### src/hdl/ccfp_pkg.sv
package ccfp_pkg;

    localparam int PAYLOAD_DEPTH_DEF = 64;

    localparam int BYTE_W   = 8;
    localparam int LEN_W    = 7;
    localparam int IDX_W    = 6;
    localparam int EVENT_W  = 2;
    localparam int CNT_W    = 32;
    localparam int CRC_W    = 16;
    localparam int CFG_IDX_W = 2;
    localparam int CFG_DATA_W = 16;

    // Result word layout: header and payload fields, then the three counters.
    localparam int TDATA_BITS = 4 * BYTE_W + LEN_W + IDX_W + 3 * CNT_W;
    localparam int TDATA_W    = ((TDATA_BITS + 7) / 8) * 8;
    localparam int TUSER_W    = EVENT_W + 1;

    localparam logic [EVENT_W-1:0] EV_GOOD    = 2'd0;
    localparam logic [EVENT_W-1:0] EV_CRC_ERR = 2'd1;
    localparam logic [EVENT_W-1:0] EV_LEN_ERR = 2'd2;

    localparam logic [CFG_IDX_W-1:0] CFG_START_BYTE  = 2'd0;
    localparam logic [CFG_IDX_W-1:0] CFG_MAX_PAYLOAD = 2'd1;
    localparam logic [CFG_IDX_W-1:0] CFG_CRC_POLY    = 2'd2;
    localparam logic [CFG_IDX_W-1:0] CFG_CRC_INIT    = 2'd3;

    localparam logic [BYTE_W-1:0] START_BYTE_RST  = 8'hAA;
    localparam logic [LEN_W-1:0]  MAX_PAYLOAD_RST = 7'd64;
    localparam logic [CRC_W-1:0]  CRC_POLY_RST    = 16'h1021;
    localparam logic [CRC_W-1:0]  CRC_INIT_RST    = 16'hFFFF;

    typedef enum logic [3:0] {
        PH_WAIT,
        PH_VERSION,
        PH_COMMAND,
        PH_SEQ,
        PH_LENGTH,
        PH_PAYLOAD,
        PH_CHK_HI,
        PH_CHK_LO,
        PH_DELIVER
    } phase_t;

    // One byte of an MSB-first CRC-16, eight shift steps.
    function automatic logic [CRC_W-1:0] crc16_byte(
        input logic [CRC_W-1:0]  crc_in,
        input logic [BYTE_W-1:0] data,
        input logic [CRC_W-1:0]  poly
    );
        logic [CRC_W-1:0] c;
        c = crc_in ^ {data, 8'h00};
        for (int k = 0; k < 8; k++) begin
            if (c[CRC_W-1]) begin
                c = {c[CRC_W-2:0], 1'b0} ^ poly;
            end else begin
                c = {c[CRC_W-2:0], 1'b0};
            end
        end
        return c;
    endfunction

endpackage

### src/hdl/crc_checked_frame_parser_top.sv
// Channel   Dir  Handshake          Content
// s_        in   s_tvalid/s_tready  s_tdata[7:0] received byte
// m_        out  m_tvalid/m_tready  m_tdata header, payload byte, counters;
//                                   m_tuser kind and data flag; m_tlast last
// cfg_      in   cfg_we             cfg_idx register index, cfg_wdata value
//
// A good frame with payload is read out of the payload memory through a registered read,
// one word per cycle while the output is not stalled; no input is taken until the last
// word has been delivered.
// aresetn is synchronous and active low; the payload memory is not cleared.
// A stalled output holds input only for bytes that can produce a result.
module crc_checked_frame_parser_top
    import ccfp_pkg::*;
#(
    parameter int PAYLOAD_DEPTH = PAYLOAD_DEPTH_DEF
) (
    input  logic                  aclk,
    input  logic                  aresetn,
    input  logic                  s_tvalid,
    output logic                  s_tready,
    input  logic [BYTE_W-1:0]     s_tdata,   // [7:0] rx_byte
    output logic                  m_tvalid,
    input  logic                  m_tready,
    // [7:0] version, [15:8] command, [23:16] seq_id, [30:24] frame_length,
    // [36:31] byte_index, [44:37] data_byte, [76:45] good_frames,
    // [108:77] crc_errors, [140:109] length_errors, rest zero
    output logic [TDATA_W-1:0]    m_tdata,
    output logic [TUSER_W-1:0]    m_tuser,   // [1:0] event_res, [2] has_data
    output logic                  m_tlast,
    input  logic                  cfg_we,
    input  logic [CFG_IDX_W-1:0]  cfg_idx,
    input  logic [CFG_DATA_W-1:0] cfg_wdata
);

    localparam int ADDR_W = (PAYLOAD_DEPTH > 1) ? $clog2(PAYLOAD_DEPTH) : 1;
    localparam logic [LEN_W-1:0] DEPTH_LEN = LEN_W'(PAYLOAD_DEPTH);

    // Configuration registers
    logic [BYTE_W-1:0] start_byte_reg;
    logic [LEN_W-1:0]  max_payload_reg;
    logic [CRC_W-1:0]  crc_poly_reg;
    logic [CRC_W-1:0]  crc_init_reg;

    // Parser state
    phase_t            phase_reg, phase_next;
    logic [CRC_W-1:0]  crc_reg, crc_next;
    logic [LEN_W-1:0]  fill_reg, fill_next;
    logic [BYTE_W-1:0] chk_hi_reg, chk_hi_next;
    logic [BYTE_W-1:0] hdr_ver_reg, hdr_ver_next;
    logic [BYTE_W-1:0] hdr_cmd_reg, hdr_cmd_next;
    logic [BYTE_W-1:0] hdr_seq_reg, hdr_seq_next;
    logic [LEN_W-1:0]  hdr_len_reg, hdr_len_next;
    logic [CNT_W-1:0]  ok_cnt_reg, ok_cnt_next;
    logic [CNT_W-1:0]  crc_cnt_reg, crc_cnt_next;
    logic [CNT_W-1:0]  len_cnt_reg, len_cnt_next;

    // Delivery read pipeline
    logic [LEN_W-1:0]  issue_idx_reg, issue_idx_next;
    logic [LEN_W-1:0]  pend_idx_reg, pend_idx_next;
    logic              pend_reg, pend_next;

    // Payload memory
    logic [BYTE_W-1:0] payload_mem [PAYLOAD_DEPTH];
    logic [BYTE_W-1:0] rd_data_reg;
    logic              mem_we;
    logic              rd_en;

    // Output register
    logic                 out_valid_reg, out_valid_next;
    logic [TDATA_W-1:0]   out_data_reg, out_data_next;
    logic [TUSER_W-1:0]   out_user_reg, out_user_next;
    logic                 out_last_reg, out_last_next;

    logic              out_free;
    logic              in_acc;
    logic              emit_phase;
    logic [LEN_W-1:0]  limit;
    logic              len_bad;
    logic              crc_ok;
    logic [CRC_W-1:0]  crc_upd;
    logic              issue;
    logic              deliver_ld;
    logic              deliver_last;

    logic              ld_out;
    logic [EVENT_W-1:0] ld_event;
    logic [LEN_W-1:0]  ld_len;
    logic [IDX_W-1:0]  ld_idx;
    logic [BYTE_W-1:0] ld_byte;
    logic              ld_has;

    assign out_free   = !out_valid_reg || m_tready;
    assign emit_phase = (phase_reg == PH_LENGTH) || (phase_reg == PH_CHK_LO);
    assign s_tready   = (phase_reg != PH_DELIVER) && (!emit_phase || out_free);
    assign in_acc     = s_tvalid && s_tready;

    assign limit   = (max_payload_reg < DEPTH_LEN) ? max_payload_reg : DEPTH_LEN;
    assign len_bad = s_tdata > {1'b0, limit};
    assign crc_ok  = {chk_hi_reg, s_tdata} == crc_reg;
    assign crc_upd = crc16_byte(crc_reg, s_tdata, crc_poly_reg);

    // Reads are issued only when no word is waiting or the word already waiting can leave this cycle.
    assign issue = (phase_reg == PH_DELIVER) && (issue_idx_reg < hdr_len_reg)
                   && (!pend_reg || out_free);
    assign deliver_ld   = (phase_reg == PH_DELIVER) && pend_reg && out_free;
    assign deliver_last = (pend_idx_reg + 7'd1) == hdr_len_reg;

    assign rd_en  = issue;
    assign mem_we = in_acc && (phase_reg == PH_PAYLOAD);

    // Next phase
    always_comb begin
        phase_next = phase_reg;
        case (phase_reg)
            PH_WAIT: begin
                if (in_acc && s_tdata == start_byte_reg) begin
                    phase_next = PH_VERSION;
                end
            end
            PH_VERSION: begin
                if (in_acc) begin
                    phase_next = PH_COMMAND;
                end
            end
            PH_COMMAND: begin
                if (in_acc) begin
                    phase_next = PH_SEQ;
                end
            end
            PH_SEQ: begin
                if (in_acc) begin
                    phase_next = PH_LENGTH;
                end
            end
            PH_LENGTH: begin
                if (in_acc) begin
                    if (len_bad) begin
                        phase_next = PH_WAIT;
                    end else if (s_tdata == 8'd0) begin
                        phase_next = PH_CHK_HI;
                    end else begin
                        phase_next = PH_PAYLOAD;
                    end
                end
            end
            PH_PAYLOAD: begin
                if (in_acc && (fill_reg + 7'd1) >= hdr_len_reg) begin
                    phase_next = PH_CHK_HI;
                end
            end
            PH_CHK_HI: begin
                if (in_acc) begin
                    phase_next = PH_CHK_LO;
                end
            end
            PH_CHK_LO: begin
                if (in_acc) begin
                    if (crc_ok && hdr_len_reg != 7'd0) begin
                        phase_next = PH_DELIVER;
                    end else begin
                        phase_next = PH_WAIT;
                    end
                end
            end
            PH_DELIVER: begin
                if (deliver_ld && deliver_last) begin
                    phase_next = PH_WAIT;
                end
            end
            default: begin
                phase_next = PH_WAIT;
            end
        endcase
    end

    // Datapath and result selection
    always_comb begin
        crc_next       = crc_reg;
        fill_next      = fill_reg;
        chk_hi_next    = chk_hi_reg;
        hdr_ver_next   = hdr_ver_reg;
        hdr_cmd_next   = hdr_cmd_reg;
        hdr_seq_next   = hdr_seq_reg;
        hdr_len_next   = hdr_len_reg;
        ok_cnt_next    = ok_cnt_reg;
        crc_cnt_next   = crc_cnt_reg;
        len_cnt_next   = len_cnt_reg;
        issue_idx_next = issue_idx_reg;
        ld_out         = 1'b0;
        ld_event       = EV_GOOD;
        ld_len         = '0;
        ld_idx         = '0;
        ld_byte        = '0;
        ld_has         = 1'b0;
        out_last_next  = out_last_reg;

        case (phase_reg)
            PH_WAIT: begin
                if (in_acc && s_tdata == start_byte_reg) begin
                    crc_next    = crc_init_reg;
                    fill_next   = '0;
                    chk_hi_next = '0;
                end
            end
            PH_VERSION: begin
                if (in_acc) begin
                    hdr_ver_next = s_tdata;
                    crc_next     = crc_upd;
                end
            end
            PH_COMMAND: begin
                if (in_acc) begin
                    hdr_cmd_next = s_tdata;
                    crc_next     = crc_upd;
                end
            end
            PH_SEQ: begin
                if (in_acc) begin
                    hdr_seq_next = s_tdata;
                    crc_next     = crc_upd;
                end
            end
            PH_LENGTH: begin
                if (in_acc) begin
                    if (len_bad) begin
                        len_cnt_next = len_cnt_reg + 32'd1;
                        crc_next     = crc_init_reg;
                        fill_next    = '0;
                        chk_hi_next  = '0;
                        ld_out       = 1'b1;
                        ld_event     = EV_LEN_ERR;
                    end else begin
                        hdr_len_next = s_tdata[LEN_W-1:0];
                        crc_next     = crc_upd;
                        fill_next    = '0;
                    end
                end
            end
            PH_PAYLOAD: begin
                if (in_acc) begin
                    fill_next = fill_reg + 7'd1;
                    crc_next  = crc_upd;
                end
            end
            PH_CHK_HI: begin
                if (in_acc) begin
                    chk_hi_next = s_tdata;
                end
            end
            PH_CHK_LO: begin
                if (in_acc) begin
                    crc_next    = crc_init_reg;
                    fill_next   = '0;
                    chk_hi_next = '0;
                    if (crc_ok) begin
                        ok_cnt_next    = ok_cnt_reg + 32'd1;
                        issue_idx_next = '0;
                        // An empty frame gives its single result at once.
                        ld_out = (hdr_len_reg == 7'd0);
                    end else begin
                        crc_cnt_next = crc_cnt_reg + 32'd1;
                        ld_out       = 1'b1;
                        ld_event     = EV_CRC_ERR;
                        ld_len       = hdr_len_reg;
                    end
                end
            end
            PH_DELIVER: begin
                if (issue) begin
                    issue_idx_next = issue_idx_reg + 7'd1;
                end
                if (deliver_ld) begin
                    ld_out  = 1'b1;
                    ld_len  = hdr_len_reg;
                    ld_idx  = pend_idx_reg[IDX_W-1:0];
                    ld_byte = rd_data_reg;
                    ld_has  = 1'b1;
                end
            end
            default: begin
                crc_next = crc_init_reg;
            end
        endcase

        if (ld_out) begin
            out_last_next = (phase_reg == PH_DELIVER) ? deliver_last : 1'b1;
        end
    end

    // Read pipeline bookkeeping: a fetched word waits while the output is full.
    always_comb begin
        pend_next     = issue || (pend_reg && !out_free);
        pend_idx_next = issue ? issue_idx_reg : pend_idx_reg;
    end

    always_comb begin
        out_valid_next = ld_out || (out_valid_reg && !m_tready);
        out_data_next  = out_data_reg;
        out_user_next  = out_user_reg;
        if (ld_out) begin
            out_data_next = TDATA_W'({len_cnt_next, crc_cnt_next, ok_cnt_next, ld_byte,
                                      ld_idx, ld_len, hdr_seq_reg, hdr_cmd_reg,
                                      hdr_ver_reg});
            out_user_next = {ld_has, ld_event};
        end
    end

    always_ff @(posedge aclk) begin
        if (!aresetn) begin
            start_byte_reg  <= START_BYTE_RST;
            max_payload_reg <= MAX_PAYLOAD_RST;
            crc_poly_reg    <= CRC_POLY_RST;
            crc_init_reg    <= CRC_INIT_RST;
        end else if (cfg_we) begin
            case (cfg_idx)
                CFG_START_BYTE:  start_byte_reg  <= cfg_wdata[BYTE_W-1:0];
                CFG_MAX_PAYLOAD: max_payload_reg <= cfg_wdata[LEN_W-1:0];
                CFG_CRC_POLY:    crc_poly_reg    <= cfg_wdata[CRC_W-1:0];
                CFG_CRC_INIT:    crc_init_reg    <= cfg_wdata[CRC_W-1:0];
                default: begin
                end
            endcase
        end
    end

    always_ff @(posedge aclk) begin
        if (!aresetn) begin
            phase_reg     <= PH_WAIT;
            crc_reg       <= CRC_INIT_RST;
            fill_reg      <= '0;
            chk_hi_reg    <= '0;
            hdr_ver_reg   <= '0;
            hdr_cmd_reg   <= '0;
            hdr_seq_reg   <= '0;
            hdr_len_reg   <= '0;
            ok_cnt_reg    <= '0;
            crc_cnt_reg   <= '0;
            len_cnt_reg   <= '0;
            issue_idx_reg <= '0;
            pend_idx_reg  <= '0;
            pend_reg      <= 1'b0;
            out_valid_reg <= 1'b0;
        end else begin
            phase_reg     <= phase_next;
            crc_reg       <= crc_next;
            fill_reg      <= fill_next;
            chk_hi_reg    <= chk_hi_next;
            hdr_ver_reg   <= hdr_ver_next;
            hdr_cmd_reg   <= hdr_cmd_next;
            hdr_seq_reg   <= hdr_seq_next;
            hdr_len_reg   <= hdr_len_next;
            ok_cnt_reg    <= ok_cnt_next;
            crc_cnt_reg   <= crc_cnt_next;
            len_cnt_reg   <= len_cnt_next;
            issue_idx_reg <= issue_idx_next;
            pend_idx_reg  <= pend_idx_next;
            pend_reg      <= pend_next;
            out_valid_reg <= out_valid_next;
        end
    end

    always_ff @(posedge aclk) begin
        out_data_reg <= out_data_next;
        out_user_reg <= out_user_next;
        out_last_reg <= out_last_next;
    end

    always_ff @(posedge aclk) begin
        if (mem_we) begin
            payload_mem[fill_reg[ADDR_W-1:0]] <= s_tdata;
        end
        if (rd_en) begin
            rd_data_reg <= payload_mem[issue_idx_reg[ADDR_W-1:0]];
        end
    end

    assign m_tvalid = out_valid_reg;
    assign m_tdata  = out_data_reg;
    assign m_tuser  = out_user_reg;
    assign m_tlast  = out_last_reg;

endmodule
### config.mk
export PLATFORM = sky130hd
export DESIGN_NAME = crc_checked_frame_parser_top
export DESIGN_NICKNAME = d
export VERILOG_FILES = /design/src/hdl/ccfp_pkg.sv /design/src/hdl/crc_checked_frame_parser_top.sv
export SDC_FILE = /design/constraint.sdc
export NUM_CORES = 1
export LEC_CHECK = 0
export BUFFER_PORTS_ARGS = -buffer_cell sky130_fd_sc_hd__buf_2
export CAP_MARGIN = 15
export CORE_MARGIN = 3
export CORE_UTILIZATION = 60
export CTS_BUF_LIST = sky130_fd_sc_hd__clkbuf_8
export DETAILED_ROUTE_END_ITERATION = 16
export PLACE_DENSITY = 0.75
export SKIP_LAST_GASP = 1
export SYNTH_ARGS = -nofsm -noshare
export SYNTH_HDL_FRONTEND = slang
export SYNTH_SLANG_ARGS = --single-unit
### constraint.sdc
create_clock -name aclk -period 16 [get_ports aclk]
set_clock_uncertainty 0.05 [all_clocks]
set_input_delay 0.8 -clock aclk [delete_from_list [all_inputs] [get_ports aclk]]
set_output_delay 0.8 -clock aclk [all_outputs]
set_load 0.01 [all_outputs]
==> qor.yml <==
min_to: "crc_init_reg[9]"
initial_utilization: 0.607
fin_hold_ws_ps: 177
critPathMaxFanout: 74
yosysUniqueCellTypes: 74
via_count: 22900
drc: 0
final_cell_mix: "edfxtp_1, nand2_1, dfxtp_1, nor2_1, buf_2"
cts_root_buffer: "clkbuf_8"
path_class: "input port to register"
startpoint_type: "input port"
dieArea_um2: 65500
peakVddDrop_uv: 87.1
synth_area_um2: 37500
cp_data_required_time_ps: 16610
routedWlPerCell_um: 23.3
wl_um: 88200
yosysSeqAreaShare: 0.653
grt.total_usage: 0.271
post-place-ws_ps: 9560
area_delta_synth_final_pct: 11.4
routed_via_density: 6.05
place_congestion: 0.886
grt_max_degree: 127
layout_commonest_cell: "edfxtp_1"
post_cts_buffers: 0
netlist_instances: 2632
final_nets: 2889
clock_latency_ps: 800
drive_above_1_share: 0.197
setup_viol: 0
regArea_um2: 24500
dieHeight_um: 256
whs_path_depth: 3
finalHoldViolCount: 0
synth_enable_flop_cells: 665
worst_hold_path_type: "input port to register"
grt_remaining_overflow: 0
cts_sinks: 890
drt_iter0_drc: 2591
core_area_um2: 61800
arrival_ps: 5980
fmax_mhz: 186
end_kind: "register"
reg2reg_depth: 13
timing.rr.end: "crc_reg[15]"
placed_cell_area_um2: 39100
synth_ff_type: "edfxtp_1"
worst_pin_slew_ps: 1080
route.antenna.remaining_nets: 0
grt_pass1_wl_um: 135000
rows: 91
power_density_nw_per_um2: 107
post_cts_resized: 0
final.min_clock_period_ps: 5370
io_pins: 181
min_from: "cfg_wdata[9]"
grt_antenna_before_repair: 4
dp_hpwl_um: 55900
clk_pin_slew_worst_paths_ps: 60
synth_seq_cells: 890
drv_slew: 0
cts_max_level: 4
largest_reg_flops: 512
n_fill_cell: 4213
cts_tree: "done"
cts.hold.buffers_added: 0
p_leak_nw: 14.9
synth_warnings: 0
r2r_slack_ps: 10780
period_share: 0.336
drv_cap: 0
grt_pass1_vias: 22400
status: "completed"
cts_made_buffers: 142
setup_tns_ps: 0
synth.avg_cell_area_um2: 14.2
stdcell_area_um2: 41800
rr_startpoint: "crc_poly_reg[14]"
ctsLongestPathBuffers: 3
rsz0062_at_grt: "no"
slew-limit-headroom: 0.283
async_flop_share: 0
portBuffers: 177
dr.pass1.iters: 7
multi_input_area_um2: 12300
layout_setup_ws_ps: 10630
die_x_um: 256
[worst max-delay path by stage]
stage,to,slack (ps),startpoint
2_1_floorplan,m_tdata[0],9950,s_tdata[0]
3_3_place_gp,crc_reg[15],9650,s_tdata[7]
3_5_place_dp,crc_reg[15],9560,s_tdata[7]
4_1_cts,crc_reg[15],10370,s_tdata[7]
5_1_grt,crc_reg[5],10180,s_tdata[7]
6_report,crc_reg[15],10630,s_tdata[7]
[cell families (layout without fill, tap and decap cells)]
logic type / after synthesis / after routing / synth area share
muxes: 219 / 219 / 0.115
and+or+nand+nor: 852 / 852 / 0.108
buffers and inverters: 180 / 490 / 0.0190
other: 1 / 7 / 0.000100
xor gates and xnor gates: 248 / 248 / 0.0597
adders and majority gates: 26 / 26 / 0.00867
AOI/OAI and AO/OA: 216 / 216 / 0.0375
DFF: 890 / 890 / 0.653
[per-stage QoR]
step / total power (W) / util / instances
finish: 0.00449 / 0.675 / 3785
floorplan: 0.00267 / - / 2634
CTS: 0.00451 / 0.675 / 3778
detailed placement: 0.00273 / 0.632 / 3522
global route: 0.00464 / 0.675 / 3784
global placement: 0.00272 / 0.632 / 3522
[synth_stat cells (6+ instances only)]
cell type / number / share of area
nand3_1: 99 / 0.013
or2_2: 6 / 0.0010
clkbuf_1: 115 / 0.012
edfxtp_1: 665 / 0.53
ha_1: 26 / 0.0087
mux4_2: 168 / 0.10
and2_1: 115 / 0.019
nor2b_1: 21 / 0.0035
a21oi_1: 87 / 0.012
o211ai_1: 12 / 0.0024
buf_1: 21 / 0.0021
nand2_1: 267 / 0.027
o41ai_1: 7 / 0.0016
xor2_1: 67 / 0.016
o21a_1: 15 / 0.0030
nand4_1: 23 / 0.0038
nor4_1: 9 / 0.0015
and4_1: 10 / 0.0023
and3_1: 27 / 0.0045
buf_2: 8 / 0.0011
xnor2_1: 174 / 0.041
nor3_1: 22 / 0.0029
o21ai_0: 31 / 0.0041
nand2b_1: 22 / 0.0037
nor2_1: 207 / 0.021
mux2i_1: 46 / 0.012
dfxtp_1: 225 / 0.12
or3_1: 11 / 0.0018
inv_1: 29 / 0.0029
a311oi_1: 11 / 0.0026
[area by class of cell]
type                       instances  area share
sequential                       890       0.586
multi-input combinational       1564       0.296
clock buffer                     154      0.0508
timing repair buffer             204      0.0268
tap                              837      0.0251
clock inverter                   102      0.0126
inverter                          30     0.00270
antenna                            4    0.000240
[critical path, cell delays in order]
cell	delay (ps)
buf_2	80
buf_4	660
xor2_2	740
o311ai_0	250
xnor2_1	820
nand2_1	240
xnor3_1	400
xor2_1	240
mux2i_1	290
a211o_1	440
and2_1	380
mux2_4	330
a41oi_2	140
a31oi_1	100
[routing by layer]
layer,part of all wire,vias to the layer above,wire length [um],GRT usage
met1,0.41,11400,36400,0.389
li1,-,10200,-,-
met4,0.033,0,2900,0.0993
met2,0.47,1140,41400,0.420
met3,0.084,179,7440,0.0508
met5,0,-,0,0
[power breakdown]
part | leakage [nW] | total, W | switching (W) | internal [W]
Combinational | 5.14 | 0.000201 | 0.000135 | 0.0000666
Sequential | 8.12 | 0.00248 | 0.00000858 | 0.00248
Clock | 1.60 | 0.00180 | 0.000898 | 0.000903
Power figures use the tool's default switching activity.
